$ cat src/rtl/mpc_pkg.sv
// mpc_pkg: shared widths, codes and types of the midpoint circle point generator
// used by every file in rtl, depends on nothing
`timescale 1ns / 1ps
`default_nettype none

package mpc_pkg;

	localparam int COORD_W  = 12;
	localparam int RADIUS_W = 11;
	localparam int DEC_W    = 16;
	localparam int NUM_OCT  = 8;
	localparam int OCT_W    = 3;

	localparam logic [RADIUS_W-1:0] MAX_RADIUS = RADIUS_W'(2047);

	localparam logic FUNC_START = 1'b0;
	localparam logic FUNC_STEP  = 1'b1;

	typedef logic signed [COORD_W-1:0] coord_t;

	typedef struct packed {
		coord_t x;
		coord_t y;
	} point_t;

	typedef point_t [NUM_OCT-1:0] point_set_t;

	// one request after the state update
	typedef struct packed {
		logic   is_done;
		logic   start;
		point_t pt;
	} item_t;

	// mirrored images with the mask of the ones still to be sent
	typedef struct packed {
		logic               is_done;
		logic [NUM_OCT-1:0] sel;
		point_set_t         img;
	} batch_t;

endpackage

`default_nettype wire

$ cat src/rtl/mpc_req_if.sv
// mpc_req_if: valid/ready request channel of the circle point generator
// depends on mpc_pkg for field widths
`timescale 1ns / 1ps
`default_nettype none

interface mpc_req_if;
	logic                         valid;
	logic                         ready;
	logic                         func;
	logic [mpc_pkg::RADIUS_W-1:0] radius;

	modport source (output valid, func, radius, input ready);
	modport sink   (input valid, func, radius, output ready);
endinterface

`default_nettype wire

$ cat src/rtl/mpc_res_if.sv
// mpc_res_if: valid/ready result channel of the circle point generator
// depends on mpc_pkg for field widths
`timescale 1ns / 1ps
`default_nettype none

interface mpc_res_if;
	logic                      valid;
	logic                      ready;
	mpc_pkg::coord_t           point_x;
	mpc_pkg::coord_t           point_y;
	logic [mpc_pkg::OCT_W-1:0] octant;
	logic                      point_valid;
	logic                      last;
	logic                      done_res;

	modport source (output valid, point_x, point_y, octant, point_valid, last, done_res,
		input ready);
	modport sink   (input valid, point_x, point_y, octant, point_valid, last, done_res,
		output ready);
endinterface

`default_nettype wire

$ cat src/rtl/mpc_step.sv
// mpc_step: circle state (x, y, decision) and the input register stage
// depends on mpc_pkg and mpc_req_if
`timescale 1ns / 1ps
`default_nettype none

module mpc_step (
	input  wire logic           clk,
	input  wire logic           arst_n,
	mpc_req_if.sink             req,
	input  wire logic           free,
	output logic                item_valid,
	output mpc_pkg::item_t      item
);

	localparam int DW = mpc_pkg::DEC_W;
	localparam int CW = mpc_pkg::COORD_W;
	localparam int RW = mpc_pkg::RADIUS_W;

	localparam logic signed [DW-1:0] D_INIT = DW'(3);
	localparam logic signed [DW-1:0] D_DIAG = DW'(10);
	localparam logic signed [DW-1:0] D_AXIS = DW'(6);

	mpc_pkg::coord_t         x_q, y_q;
	logic signed [DW-1:0]    d_q;
	logic                    fin_q;
	logic                    s1_valid_q;
	mpc_pkg::item_t          item_s1;

	logic                    accept;
	logic [RW-1:0]           r_sat;
	mpc_pkg::coord_t         r_c;
	logic signed [DW-1:0]    r_e;
	logic signed [DW-1:0]    d_start;
	logic                    go;
	logic                    d_pos;
	mpc_pkg::coord_t         nx, ny;
	logic signed [DW-1:0]    nx_e, ny_e, nd;

	assign req.ready = !s1_valid_q || free;
	assign accept    = req.valid && req.ready;

	always_comb begin
		r_sat   = (req.radius > mpc_pkg::MAX_RADIUS) ? mpc_pkg::MAX_RADIUS : req.radius;
		r_c     = mpc_pkg::coord_t'({{(CW-RW){1'b0}}, r_sat});
		r_e     = DW'(r_c);
		d_start = D_INIT - (r_e <<< 1);
		go      = !fin_q && (y_q >= x_q);
		d_pos   = d_q > DW'(0);
		nx      = x_q + CW'(1);
		ny      = d_pos ? y_q - CW'(1) : y_q;
		nx_e    = DW'(nx);
		ny_e    = DW'(ny);
		nd      = d_pos ? d_q + ((nx_e - ny_e) <<< 2) + D_DIAG : d_q + (nx_e <<< 2) + D_AXIS;
	end

	always_ff @(posedge clk or negedge arst_n) begin
		if (!arst_n) begin
			x_q        <= '0;
			y_q        <= '0;
			d_q        <= '0;
			fin_q      <= 1'b1;
			s1_valid_q <= 1'b0;
		end else begin
			if (accept) begin
				s1_valid_q <= 1'b1;
				if (req.func == mpc_pkg::FUNC_START) begin
					x_q   <= '0;
					y_q   <= r_c;
					d_q   <= d_start;
					fin_q <= 1'b0;
				end else if (go) begin
					x_q <= nx;
					y_q <= ny;
					d_q <= nd;
				end else begin
					fin_q <= 1'b1;
				end
			end else if (free) begin
				s1_valid_q <= 1'b0;
			end
		end
	end

	always_ff @(posedge clk) begin
		if (accept) begin
			if (req.func == mpc_pkg::FUNC_START) begin
				item_s1.is_done <= 1'b0;
				item_s1.start   <= 1'b1;
				item_s1.pt.x    <= '0;
				item_s1.pt.y    <= r_c;
			end else if (go) begin
				item_s1.is_done <= 1'b0;
				item_s1.start   <= 1'b0;
				item_s1.pt.x    <= nx;
				item_s1.pt.y    <= ny;
			end else begin
				item_s1.is_done <= 1'b1;
				item_s1.start   <= 1'b0;
				item_s1.pt      <= '0;
			end
		end
	end

	assign item_valid = s1_valid_q;
	assign item       = item_s1;

endmodule

`default_nettype wire

$ cat src/rtl/mpc_dedup.sv
// mpc_dedup: eight-way mirroring and repeat suppression against two earlier requests
// depends on mpc_pkg
`timescale 1ns / 1ps
`default_nettype none

module mpc_dedup (
	input  wire logic           clk,
	input  wire logic           arst_n,
	input  wire logic           item_valid,
	input  wire mpc_pkg::item_t item,
	input  wire logic           free,
	output mpc_pkg::batch_t     batch,
	output logic                load
);

	localparam int NO = mpc_pkg::NUM_OCT;

	mpc_pkg::point_set_t   hist_pt_q [2];
	logic [NO-1:0]         hist_v_q  [2];

	mpc_pkg::point_set_t   img;
	logic [NO-1:0]         sel;
	logic                  adv;

	// octant order (x,y) (y,x) (y,-x) (x,-y) (-x,-y) (-y,-x) (-y,x) (-x,y)
	always_comb begin
		img[0].x = item.pt.x;   img[0].y = item.pt.y;
		img[1].x = item.pt.y;   img[1].y = item.pt.x;
		img[2].x = item.pt.y;   img[2].y = -item.pt.x;
		img[3].x = item.pt.x;   img[3].y = -item.pt.y;
		img[4].x = -item.pt.x;  img[4].y = -item.pt.y;
		img[5].x = -item.pt.y;  img[5].y = -item.pt.x;
		img[6].x = -item.pt.y;  img[6].y = item.pt.x;
		img[7].x = -item.pt.x;  img[7].y = item.pt.y;
	end

	always_comb begin
		logic seen;
		sel = '0;
		for (int o = 0; o < NO; o++) begin
			seen = 1'b0;
			for (int s = 0; s < 2; s++) begin
				for (int e = 0; e < NO; e++) begin
					if (!item.start && hist_v_q[s][e] && (hist_pt_q[s][e] == img[o])) begin
						seen = 1'b1;
					end
				end
			end
			for (int j = 0; j < o; j++) begin
				if (sel[j] && (img[j] == img[o])) begin
					seen = 1'b1;
				end
			end
			sel[o] = !seen;
		end
	end

	assign adv           = item_valid && free;
	assign load          = adv && (item.is_done || (|sel));
	assign batch.is_done = item.is_done;
	assign batch.sel     = item.is_done ? '0 : sel;
	assign batch.img     = img;

	always_ff @(posedge clk or negedge arst_n) begin
		if (!arst_n) begin
			hist_v_q[0] <= '0;
			hist_v_q[1] <= '0;
		end else if (adv && !item.is_done) begin
			hist_v_q[1] <= item.start ? '0 : hist_v_q[0];
			hist_v_q[0] <= sel;
		end
	end

	always_ff @(posedge clk) begin
		if (adv && !item.is_done) begin
			hist_pt_q[1] <= hist_pt_q[0];
			hist_pt_q[0] <= img;
		end
	end

endmodule

`default_nettype wire

$ cat src/rtl/mpc_emit.sv
// mpc_emit: result buffer that sends the kept images one per cycle while the receiver is ready
// depends on mpc_pkg and mpc_res_if
`timescale 1ns / 1ps
`default_nettype none

module mpc_emit (
	input  wire logic            clk,
	input  wire logic            arst_n,
	input  wire mpc_pkg::batch_t batch,
	input  wire logic            load,
	output logic                 free,
	mpc_res_if.source            res
);

	localparam int NO = mpc_pkg::NUM_OCT;
	localparam int OW = mpc_pkg::OCT_W;

	mpc_pkg::point_set_t   img_q;
	logic [NO-1:0]         mask_q;
	logic                  done_q;

	logic [NO-1:0]         pick, rest;
	logic [OW-1:0]         idx;
	logic                  take;

	always_comb begin
		pick = mask_q & (~mask_q + NO'(1));
		rest = mask_q & ~pick;
		idx  = '0;
		for (int o = 0; o < NO; o++) begin
			if (pick[o]) begin
				idx = OW'(o);
			end
		end
	end

	assign res.valid       = done_q || (|mask_q);
	assign res.point_x     = done_q ? '0 : img_q[idx].x;
	assign res.point_y     = done_q ? '0 : img_q[idx].y;
	assign res.octant      = done_q ? '0 : idx;
	assign res.point_valid = !done_q;
	assign res.last        = done_q || (rest == '0);
	assign res.done_res    = done_q;

	assign take = res.valid && res.ready;
	assign free = !res.valid || (take && res.last);

	always_ff @(posedge clk or negedge arst_n) begin
		if (!arst_n) begin
			mask_q <= '0;
			done_q <= 1'b0;
		end else if (load) begin
			mask_q <= batch.sel;
			done_q <= batch.is_done;
		end else if (take) begin
			mask_q <= rest;
			done_q <= 1'b0;
		end
	end

	always_ff @(posedge clk) begin
		if (load) begin
			img_q <= batch.img;
		end
	end

endmodule

`default_nettype wire

$ cat src/rtl/midpoint_circle_point_generator.sv
// Midpoint circle point generator. A start request (func 0) loads a radius and sends the
// distinct mirror images of (0, radius); each step request (func 1) advances the midpoint
// loop once and sends the images of the new point in octant order, leaving out any point
// already sent by this request or the two before it. A step after the loop has ended sends
// one done result. Timing: a request is taken into the input register, mirrored and
// filtered in the next cycle, and loaded into the result buffer once that is free.
// The result buffer sends one result per cycle while the receiver is ready; a request
// has up to eight results (one for a done result, none when every image is a repeat),
// and the next request is accepted while the buffer still drains.
// depends on mpc_pkg, mpc_req_if, mpc_res_if, mpc_step, mpc_dedup, mpc_emit
`timescale 1ns / 1ps
`default_nettype none

module midpoint_circle_point_generator (
	input  wire logic   clk,
	input  wire logic   arst_n,
	mpc_req_if.sink     req,
	mpc_res_if.source   res
);

	logic               free;
	logic               item_valid;
	mpc_pkg::item_t     item;
	mpc_pkg::batch_t    batch;
	logic               load;

	mpc_step u_step (
		.clk        (clk),
		.arst_n     (arst_n),
		.req        (req),
		.free       (free),
		.item_valid (item_valid),
		.item       (item)
	);

	mpc_dedup u_dedup (
		.clk        (clk),
		.arst_n     (arst_n),
		.item_valid (item_valid),
		.item       (item),
		.free       (free),
		.batch      (batch),
		.load       (load)
	);

	mpc_emit u_emit (
		.clk        (clk),
		.arst_n     (arst_n),
		.batch      (batch),
		.load       (load),
		.free       (free),
		.res        (res)
	);

	a_done_shape: assert property (@(posedge clk) disable iff (!arst_n)
		res.valid && res.done_res |-> res.last && !res.point_valid)
		else $error("done result not a lone final result");

	a_point_flag: assert property (@(posedge clk) disable iff (!arst_n)
		res.valid && !res.done_res |-> res.point_valid)
		else $error("point result without point flag");

	a_stall: assert property (@(posedge clk) disable iff (!arst_n)
		item_valid && !free |-> !req.ready)
		else $error("request taken while the input register is held");

	a_load_free: assert property (@(posedge clk) disable iff (!arst_n)
		load |-> free && item_valid)
		else $error("result buffer loaded while busy");

endmodule

`default_nettype wire

$ cat src/flat_wrapper.sv
// flat-port wrapper written by rule: the top's interface ports become plain ports
module midpoint_circle_point_generator_flat 
  (clk, arst_n, req_valid, req_func, req_radius, req_ready, res_valid, res_point_x, res_point_y, res_octant, res_point_valid, res_last, res_done_res, res_ready);
  mpc_req_if req_i ();
  mpc_res_if res_i ();
  input  wire logic clk;
  input  wire logic arst_n;
  input wire logic [$bits(req_i.valid)-1:0] req_valid;
  input wire logic [$bits(req_i.func)-1:0] req_func;
  input wire logic [$bits(req_i.radius)-1:0] req_radius;
  output wire logic [$bits(req_i.ready)-1:0] req_ready;
  output wire logic [$bits(res_i.valid)-1:0] res_valid;
  output wire logic [$bits(res_i.point_x)-1:0] res_point_x;
  output wire logic [$bits(res_i.point_y)-1:0] res_point_y;
  output wire logic [$bits(res_i.octant)-1:0] res_octant;
  output wire logic [$bits(res_i.point_valid)-1:0] res_point_valid;
  output wire logic [$bits(res_i.last)-1:0] res_last;
  output wire logic [$bits(res_i.done_res)-1:0] res_done_res;
  input wire logic [$bits(res_i.ready)-1:0] res_ready;
  assign req_i.valid = req_valid;
  assign req_i.func = req_func;
  assign req_i.radius = req_radius;
  assign req_ready = req_i.ready;
  assign res_valid = res_i.valid;
  assign res_point_x = res_i.point_x;
  assign res_point_y = res_i.point_y;
  assign res_octant = res_i.octant;
  assign res_point_valid = res_i.point_valid;
  assign res_last = res_i.last;
  assign res_done_res = res_i.done_res;
  assign res_i.ready = res_ready;
  midpoint_circle_point_generator u_core (.clk(clk), .arst_n(arst_n), .req(req_i), .res(res_i));
endmodule
$ cat config.mk
export PLATFORM = sky130hd
export DESIGN_NAME = midpoint_circle_point_generator_flat
export DESIGN_NICKNAME = d
export VERILOG_FILES = /design/src/rtl/mpc_pkg.sv /design/src/rtl/mpc_req_if.sv /design/src/rtl/mpc_res_if.sv /design/src/rtl/mpc_step.sv /design/src/rtl/mpc_dedup.sv /design/src/rtl/mpc_emit.sv /design/src/rtl/midpoint_circle_point_generator.sv /design/src/flat_wrapper.sv
export SDC_FILE = /design/constraint.sdc
export NUM_CORES = 1
export LEC_CHECK = 0
export BUFFER_PORTS_ARGS = -buffer_cell sky130_fd_sc_hd__buf_2
export CORE_MARGIN = 3
export CORE_UTILIZATION = 50
export CTS_CLUSTER_DIAMETER = 50
export DETAILED_ROUTE_END_ITERATION = 6
export PLACE_DENSITY = 0.64
export SLEW_MARGIN = 15
export SYNTH_ARGS = -nofsm -noshare
export SYNTH_HDL_FRONTEND = slang
export SYNTH_SLANG_ARGS = --single-unit
$ cat constraint.sdc
create_clock -name clk -period 9.4 [get_ports clk]
set_clock_uncertainty 0.2 [all_clocks]
set_input_delay 1.41 -clock clk [delete_from_list [all_inputs] [get_ports clk]]
set_output_delay 1.41 -clock clk [all_outputs]
set_load 0.005 [all_outputs]
=== After elaboration in Yosys (flattened, before gate mapping) ===
Memory sizes are Yosys's and may differ from the RTL's.
Cells that the tools add are included.

* Add/sub/neg operators: 11
* Order comparisons: 4
* Equal/unequal tests: 154
* Muxes and demuxes: 191
* Bitwise gates (word level): 4
* Reductions and logical operators: 206

{| class="wikitable"
|+ Operator list
! kind !! number
|-
| 24-bit == test || 148
|-
| 1-bit logical AND || 179
|-
| 1-bit 2-to-1 mux || 165
|-
| 12-bit 2-to-1 mux || 7
|-
| 24-bit binary-select mux with 3-bit select || 1
|-
| 12-bit == test || 4
|-
| 16-bit 2-to-1 mux || 3
|-
| 8-bit 2-to-1 mux || 4
|-
| 26-bit 2-to-1 mux || 1
|-
| 24-bit 2-to-1 mux || 1
|-
| 12-bit negator || 2
|-
| 11-bit 2-to-1 mux || 2
|-
| 3-bit 2-to-1 mux || 6
|-
| 16-bit by 14-bit adder with 16-bit output || 1
|-
| 16-bit by 15-bit adder with 16-bit output || 1
|-
| 16-bit by 4-bit adder with 16-bit output, second input constant || 1
|-
| 16-bit by 5-bit adder with 16-bit output, second input constant || 1
|-
| 8-bit bitwise AND || 2
|-
| 16-bit by 1-bit greater-than comparator with 1-bit output, second input constant || 1
|-
| 8-bit NOT || 2
|-
| 8-bit OR reduction || 2
|-
| 1-bit zero test || 14
|-
| 12-bit by 12-bit subtractor with 13-bit output || 1
|-
| 2-bit by 12-bit subtractor with 13-bit output, first input constant || 1
|-
| other kinds (13) || 20
|}

* Register bits after elaboration: 141
* Memory bits (writable): 384
* Input port bits: 16
* Output and inout bits: 32
* Logic and storage cells: 589
* Memories: 1

{| class="wikitable"
|+ Memories
! memory !! words !! width !! rd ports !! clocked after memory_dff !! write ports !! line !! text
|-
| u_core.u_dedup.hist_pt_q || 2 || 192 || 2 || 0 || 2 || mpc_dedup.sv:18 || <nowiki>mpc_pkg::point_set_t hist_pt_q [2];</nowiki>
|}

=== Depth between registers and ports, before layout ===
Gate-level depths: netlist (run 1).

* Depth in word-level cells: 45
* Mapped depth: 25
* Depth with buffers taken out: 24

=== Cells and area by module ===
A second synthesis (run 1) with hierarchy kept.

* Cell total of the unflattened synthesis: 2870
* Area, all modules: 27709.1 sq um

{| class="wikitable"
|+ By module, submodules not included
! module !! times used !! cells each !! area an instance (sq um) !! seq. area each (sq um)
|-
| mpc_dedup || 1 || 1545 || 13449.1 || 3163.0
|-
| mpc_emit || 1 || 633 || 8301.7 || 5990.7
|-
| mpc_step || 1 || 692 || 5958.2 || 1833.0
|}

=== Least setup slack after synthesis (run 1) ===
Ideal clock, no wire load.

* Path kind: reg2reg
* From: register u_core.u_step.item_s1, in the netlist u_core.u_step.item[13]
* To: register u_core.u_emit.img_q[144] in the netlist's numbering (enable)
* Setup time: 403 ps
* Arrival: 5033 ps
* Required time: 8797 ps
* Setup slack: 3764 ps
* Stages on the path, launching flop included: 17
* Buffers on the path: 3
* Period minus slack after synthesis: 5636 ps
* Cell sequence: edfxtp_1 > clkbuf_1 > buf_1 > inv_1 > ha_1 > buf_1 > xnor2_1 > nand2b_1 > or4b_1 > nor3_1 > nand4_1 > o32ai_1 > nand2_1 > and4b_4 > a2111oi_2 > nor4b_2 > a41oi_4

{| class="wikitable"
|+ RTL lines
! what !! line !! text
|-
| from (decl) || mpc_step.sv:27 || <nowiki>mpc_pkg::item_t item_s1;</nowiki>
|-
| to (signal assigned) || mpc_emit.sv:63 || <nowiki>img_q <= batch.img;</nowiki>
|-
| to (decl) || mpc_emit.sv:18 || <nowiki>mpc_pkg::point_set_t img_q;</nowiki>
|}

=== Worst setup path in the final report (run 1) ===
* From: register u_core.u_step.item_s1, in the netlist u_core.u_step.item[0]
* To: register u_core.u_emit.img_q[159] in the netlist's numbering (enable)

* Longest elaborated chain between the ends: 43
* Elaborated cells on any way between the ends: 474
* Those cells by class: add/sub: 1; eq/ne: 150; mux: 156; reduce/logical: 167

{| class="wikitable"
|+ Ends and longest elaborated chain
! what !! line !! text
|-
| parallel branches: the longest is 40 deep, another holds 12-bit negator || - ||
|-
| 8-bit OR reduction (*) || mpc_dedup.sv:59 || <nowiki>assign load = adv && (item.is_done || (|sel));</nowiki>
|-
| 1-bit logical OR (*) || mpc_dedup.sv:59 ||
|-
| 1-bit logical AND (*) || mpc_dedup.sv:59 ||
|-
| via u_core.load || midpoint_circle_point_generator.sv:25 || <nowiki>logic load;</nowiki>
|}

Mark *: on every way through the listed nets, which the timed path passes.
A chain may end at the register's enable or synchronous reset.

==> flow_summary.yaml, run 1 <==
yosys:
  ys_async_sr_fraction: 0.2900
  synth_seq_area_share: 0.3117
  yosys-top-cells-count: "xor2_1 (187), nand2_1 (174), xnor2_1 (166), edfxtp_1 (164), nor2_1 (135)"
  synth_fa_ha_area_frac: 0.05209
  synth_compound_area_frac: 0.1583
  synth_largest_area_cell: "edfxtp_1"
  synth_edf_count: 164
  synth_top_family_by_area: "XOR/XNOR gates"
  synth_cells: 2272
  synth_xor_xnor_area_share: 0.2174
  synth-simple-area-share: 0.1836
  avgSynthCellArea_sq_um: 9.324
  syn-cell-area_sq_um: 21180
  synth_most_common_cell: "xor2_1"
  ys_top_cells_by_area: "edfxtp_1 (23%), dfrtp_1 (7.8%), xor2_1 (7.7%)"
  yosysUniqueCellTypes: 103
  synth_ff_type: "edfxtp_1"
  yosysWarnings: 0
  yosysTopAreaCellShare: 0.2325
  synth-seq-cells: 231
  syn_nets: 2372
  synth.area.mux_share: 0.02410
worst_hold_path:
  hp-class: "reg2reg"
floorplanning:
  core_sq_um: 41290
  die_x_um: 211.8
  num_io_pins: 48
  start_util: 0.5130
  die_area_sq_um: 44870
  die_h_um: 211.8
  rows: 74
sta:
  finalSetupViolations: 0
  final-hold-violation-count: 0
  min_period_ns: 6.993
  whs_ns: 0.2650
  worst_pin_slew_ns: 1.305
  period_share: 0.7439
  max_clock_freq_mhz: 143.0
  setup_tns_ns: 0
  worst_slew_margin_rel: 0.1077
  slew_violations: 0
  rsz0062_at_grt: "false"
clocking:
  clk_latency_ns: 0.57
  ctsHtreeMaxLevel: 2
  post-cts-setup-buffer-count: 0
  clockBufferDepth: 3
  cts.clk_slew.worst_paths_ns: 0.06
  cts_tree: "built"
  cts_hold_buf: 0
  numCtsBuffers: 38
  root_buffer: "clkbuf_16"
  cts.sinks: 231
  cts-resized-gates: 0
global_route:
  antenna_found_initial: 3
  grt_pass1_vias: 18090
  grt_overflow: 0
  grt_pass1_wl_um: 125500
  gr-usage-all-layers: 0.3876
  grt_max_degree: 68
critical_path:
  cp-end-kind: "flip-flop"
  cp-start-kind: "flip-flop"
  crit_type: "reg2reg"
  rrSetupSlack_ns: 2.41
  path_max_fanout: 53
  required_ns: 9.37
  arrival_ns: 6.97
routing:
  first_pass_iters: 6
  drc: 0
  routed_wl_um: 87470
  drtIter0Drc: 2464
  routedWlPerCell_um: 31.36
  ant_nets: 0
  vias: 19160
  via_per_inst: 6.870
final_layout:
  area_growth_pct: 9.019
  final_nets: 2326
  drive_gt1_frac: 0.1020
pwr:
  seqPwrFrac: 0.228
  swShare: 0.4903
  power-per-cell-area_nw_per_um2: 439.0
  combinationalPowerShare: 0.631
  ir_worst_vdd_uv: 492.5
  p_sw_mw: 4.971
  p_int_mw: 5.168
  clkPwrFrac: 0.141
  p_leak_nw: 9.046
placement:
  place_hpwl_um: 64390
  port_buffers: 47
  place_congestion: 1.112
outcome:
  status: "finished, final reports clean"
run:
  maxCapViolCount: 0
## routing by layer
metal,GRT usage,share of wire,vias up
met5,0,0,-
met4,0.2321,0.073,0
met3,0.08551,0.11,323
met2,0.5901,0.43,1293
met1,0.5077,0.39,9335
li1,-,-,8209
## per-stage QoR
stage,utilization,area [sq um],cells,total power [mW],setup WS (ns)
after floorplan,-,21180,2272,6.673,3.764
after global placement,0.5276,21790,2717,8.474,2.689
after detailed placement,0.5276,21790,2717,8.570,2.634
after CTS,0.5586,23070,2787,10.03,2.612
after global routing,0.5592,23090,2788,10.79,2.357
final,0.5593,23090,2789,10.14,2.407
## critical path, cell delays in order, from the launching register on
cell and delay [ns]:
edfxtp_1 0.64, inv_1 0.18, ha_1 0.68, or3b_2 0.70, nor3_1 0.93, nor3_1 0.10
nor4b_1 0.73, nand4_1 0.48, a2bb2o_1 0.42, a211oi_1 0.06, and3_4 0.25, and2_4 0.14
a31o_1 0.23, a41oi_4 0.19, buf_4 0.59
## logic make-up (layout without fill, tap and decap cells)
kind of cell               count (synthesis)  in the layout
muxes                                     32             32
other                                      0              1
xor gates and xnor gates                 421            421
adders and majority gates                 87             87
buffers and inverters                    282            266
DFF                                      231            231
AOI/OAI and AO/OA                        492            492
and+or+nand+nor                          727            727
## registers in the layout (all words and copies together), names as in the netlist
signal	count
u_core.u_dedup.hist_v_q	16
u_core.u_emit.img_q	46
u_core.u_step.x_q	12
u_core.u_emit.mask_q	8
u_core.u_step.fin_q	1
u_core.u_step.item	26
u_core.u_step.y_q	12
u_core.u_emit.res.done_res	1
u_core.u_step.d_q	16
u_core.u_dedup.hist_pt_q	92
u_core.u_step.item_valid	1
## power by group through the flow
stage	Combinational (mW)	Clock, mW	Sequential [mW]
2_1_floorplan	4.76	0	1.91
4_1_cts	6.31	1.44	2.27
6_report	6.40	1.42	2.32
3_3_place_gp	6.19	0	2.28
3_5_place_dp	6.28	0	2.29
5_1_grt	6.97	1.49	2.33
## final cells by class
class                   instances  area (sq um)
diodes                          1         2.502
clock buffers                  39         975.9
clock inverters                31         306.5
fillers                      3643         18200
inverters                      94         355.3
multi-input cells            1759         13530
flip-flops and latches        231          6603
well taps                     532         665.6
repair buffers                102         654.4
## final timing paths
check                                                 from                                     end  cells after the start
setup / recovery           u_core.u_step.item[0]$_DFFE_PP_      u_core.u_emit.img_q[159]$_DFFE_PP_                     14
hold / removal             u_core.u_step.fin_q$_DFFE_PN1P_         u_core.u_step.fin_q$_DFFE_PN1P_                      2
setup reg to reg           u_core.u_step.item[0]$_DFFE_PP_      u_core.u_emit.img_q[159]$_DFFE_PP_                     14
hold reg to reg            u_core.u_step.fin_q$_DFFE_PN1P_         u_core.u_step.fin_q$_DFFE_PN1P_                      2
max in group asynchronous                           arst_n        u_core.u_step.x_q[6]$_DFFE_PN0P_                      1
min in group asynchronous                           arst_n  u_core.u_emit.res.done_res$_DFFE_PN0P_                      1
## cells in the final DEF (no fill, tap or decap), types with 36 or more instances in the layout
| cell | Yosys | routed |
|---|---|---|
| a21oi_1 | 94 | 93 |
| buf_4 | 1 | 55 |
| nor4_1 | 56 | 53 |
| nand2_1 | 174 | 174 |
| buf_2 | 23 | 46 |
| o21ai_0 | 93 | 93 |
| clkbuf_16 | 0 | 39 |
| xnor3_1 | 64 | 64 |
| inv_1 | 93 | 93 |
| nor3_1 | 61 | 60 |
| dfrtp_1 | 66 | 66 |
| o22ai_1 | 36 | 36 |
| nand4_1 | 39 | 39 |
| xnor2_1 | 166 | 164 |
| ha_1 | 81 | 81 |
| nand3_1 | 49 | 49 |
| edfxtp_1 | 164 | 164 |
| and2_1 | 39 | 39 |
| xor2_1 | 187 | 187 |
| nor2_1 | 135 | 134 |
Note: power is estimated with default switching activity, not from simulation.
==> run 2, diff against run 1 <==
--- a/config.mk
+++ b/config.mk
@@ -5,12 +5,13 @@
 export SDC_FILE = /design/constraint.sdc
 export NUM_CORES = 1
 export LEC_CHECK = 0
+export ABC_AREA = 1
 export BUFFER_PORTS_ARGS = -buffer_cell sky130_fd_sc_hd__buf_2
 export CORE_MARGIN = 3
 export CORE_UTILIZATION = 50
 export CTS_CLUSTER_DIAMETER = 50
 export DETAILED_ROUTE_END_ITERATION = 6
-export PLACE_DENSITY = 0.64
+export PLACE_DENSITY = 0.67
 export SLEW_MARGIN = 15
 export SYNTH_ARGS = -nofsm -noshare
 export SYNTH_HDL_FRONTEND = slang
==> constraint.sdc (replaced) <==
create_clock -name clk -period 6.1 [get_ports clk]
set_clock_uncertainty 0.2 [all_clocks]
set_input_delay 0.915 -clock clk [delete_from_list [all_inputs] [get_ports clk]]
set_output_delay 0.915 -clock clk [all_outputs]
set_load 0.005 [all_outputs]
==> run 2 against run 1 <==
  * The flow now finishes with violations (design-rule violations)
  * Sequential power fell by 3%
  * Die area up 0.55%
  * Critical path depth up 15
  * Maximum frequency rose by 25%
  * Synthesized area up 0.57%
  * Register-to-register slack got worse by 1.9 ns
  * Critical endpoint is now u_core.u_step.d_q[15]$_DFFE_PN0P_
  * Largest cell class unchanged
  * Highest routed layer unchanged
==> flow_summary.yaml, run 2 <==
sta:
  worst_slew_margin_rel: 0.3333
  max_clock_freq_mhz: 179.3
  worst_pin_slew_ns: 1.000
  whs_ns: 0.2880
  min_period_ns: 5.579
  period_share: 0.9145
  final-hold-violation-count: 0
  slew_violations: 0
  rsz0062_at_grt: "false"
  setup_tns_ns: 0
  finalSetupViolations: 0
yosys:
  synth_compound_area_frac: 0.08657
  yosysWarnings: 0
  synth.area.mux_share: 0
  synth-seq-cells: 231
  synth_most_common_cell: "nand2_1"
  synth_ff_type: "edfxtp_1"
  ys_top_cells_by_area: "edfxtp_1 (23%), nand2_1 (18%), dfrtp_1 (7.8%)"
  yosys-top-cells-count: "nand2_1 (1,026), nor2_1 (409), inv_1 (400), nand3_1 (189), edfxtp_1 (164)"
  ys_async_sr_fraction: 0.2900
  yosysUniqueCellTypes: 60
  synth_top_family_by_area: "simple AND/OR/NAND/NOR gates"
  synth_cells: 3201
  synth_xor_xnor_area_share: 0.1027
  synth_edf_count: 164
  synth-simple-area-share: 0.3511
  synth_seq_area_share: 0.3099
  syn-cell-area_sq_um: 21300
  avgSynthCellArea_sq_um: 6.655
  synth_largest_area_cell: "edfxtp_1"
  syn_nets: 3301
  yosysTopAreaCellShare: 0.2312
  synth_fa_ha_area_frac: 0.05039
critical_path:
  path_common_cell: "nand2_1"
  crit_type: "reg2reg"
  critPathSlowestCell: "fa_1"
  path_max_fanout: 4
  cp-end-kind: "flip-flop"
  arrival_ns: 5.80
  required_ns: 6.32
  cp-start-kind: "flip-flop"
  critPathMaxStageDelay_ns: 0.50
clocking:
  cts_hold_buf: 0
  ctsHtreeMaxLevel: 2
  cts.clk_slew.worst_paths_ns: 0.05
  cts_tree: "built"
  cts-resized-gates: 0
  cts.sinks: 231
  numCtsBuffers: 37
  post-cts-setup-buffer-count: 0
  clockBufferDepth: 3
  root_buffer: "clkbuf_16"
  clk_latency_ns: 0.57
routing:
  vias: 21410
  first_pass_iters: 7
  drc: 1
  routedWlPerCell_um: 21.15
  ant_nets: 0
  drtIter0Drc: 1891
  routed_wl_um: 80290
  via_per_inst: 5.639
global_route:
  grt_pass1_vias: 20460
  grt_pass1_wl_um: 120200
  grt_max_degree: 93
  gr-usage-all-layers: 0.3542
  antenna_found_initial: 0
  grt_overflow: 0
floorplanning:
  core_sq_um: 41480
  rows: 74
  die_x_um: 212.4
  num_io_pins: 48
  die_h_um: 212.4
  die_area_sq_um: 45120
  start_util: 0.5136
pwr:
  p_leak_nw: 11.28
  power-per-cell-area_nw_per_um2: 429.0
  ir_worst_vdd_uv: 475.0
  power.total_mw: 10.01
final_layout:
  area_growth_pct: 9.497
  final_common_cell: "nand2_1"
  final_nets: 3337
  seq_area_sq_um: 6603
  antennaDiodeCount: 0
  fillers: 4092
  mostFrequentLayoutCells: "nand2_1 (1,026), nor2_1 (407), inv_1 (399), nand3_1 (188), edfxtp_1 (164)"
  largest_register_ff_count: 92
  multi_input_area_sq_um: 12610
  top_register: "u_core.u_dedup.hist_pt_q"
  drive_gt1_frac: 0.07779
placement:
  place_hpwl_um: 62750
  place_congestion: 1.085
  port_buffers: 47
run:
  maxCapViolCount: 0
worst_hold_path:
  hp-class: "reg2reg"
outcome:
  violations: "design-rule violations"
  status: "finished with violations"
[run 2: changes by cell type in the layout (fill, tap and decap cells not counted), moves of 36 or more]
cell     delta
nor4_1     -48
nor2_1    +273
nor3_1     -36
xor2_1     -66
nand2_1   +852
xnor2_1    -37
nand3_1   +139
xnor3_1    -64
inv_1     +306
and2_1     -37
[run 2: cell type report]
cell class | instances | share of cell area
Inverter | 437 | 0.07032
Multi-Input combinational cell | 2441 | 0.5405
Clock inverter | 26 | 0.01169
Timing Repair Buffer | 89 | 0.02467
Clock buffer | 41 | 0.04125
Tap cell | 532 | 0.02853
Sequential cell | 231 | 0.2830
[run 2: kinds of logic after synthesis]
family / after synthesis
XOR/XNOR: 249
buffers and inverters: 529
AND/OR/NAND/NOR: 1790
flip-flops: 231
AO/OA/AOI/OAI: 318
adder cells (fa/ha/maj): 84
[run 2: worst max-delay path, delay by kind of cell (launching register included)]
family	cells	cell delay (ns)
and+or+nand+nor	14	1.80
AOI/OAI and AO/OA	6	1.06
DFF	1	0.43
buffers and inverters	3	0.31
adders and majority gates	3	1.13
xor gates and xnor gates	3	0.51
[run 2: path summary, 6_finish.rpt]
| kind | end | cells after the start | slack (ns) | start |
|---|---|---|---|---|
| max | u_core.u_step.d_q[15]$_DFFE_PN0P_ | 29 | 0.52 | u_core.u_step.d_q[13]$_DFFE_PN0P_ |
| min | u_core.u_step.y_q[0]$_DFFE_PN0P_ | 2 | 0.29 | u_core.u_step.y_q[0]$_DFFE_PN0P_ |
| max reg2reg | u_core.u_step.d_q[15]$_DFFE_PN0P_ | 29 | 0.52 | u_core.u_step.d_q[13]$_DFFE_PN0P_ |
| min reg2reg | u_core.u_step.y_q[0]$_DFFE_PN0P_ | 2 | 0.29 | u_core.u_step.y_q[0]$_DFFE_PN0P_ |
| max in group asynchronous | u_core.u_step.y_q[1]$_DFFE_PN0P_ | 2 | 4.72 | arst_n |
| min in group asynchronous | u_core.u_emit.mask_q[4]$_DFFE_PN0P_ | 2 | 0.36 | arst_n |
[run 2: metrics by stage]
stage	cell area (sq um)	setup WS (ns)	utilization	cells
after floorplan	21300	0.6484	-	3201
after global placement	22090	0.7479	0.5326	3730
after detailed placement	22090	0.6611	0.5326	3730
after CTS	23330	0.5430	0.5624	3797
after global routing	23330	0.03736	0.5624	3797
final	23330	0.5214	0.5624	3797
[run 2: routing by layer]
metal / global-route usage / share of wire
met1: 0.4470 / 0.40
met2: 0.5824 / 0.45
met3: 0.05932 / 0.083
met4: 0.1906 / 0.059
met5: 0 / 0
[run 2: power breakdown]
group	leakage, nW	switching (mW)	total (mW)	internal (mW)
clock network	0.609	0.861	2.16	1.30
registers	2.28	0.274	2.25	1.98
logic	8.39	3.55	5.60	2.05
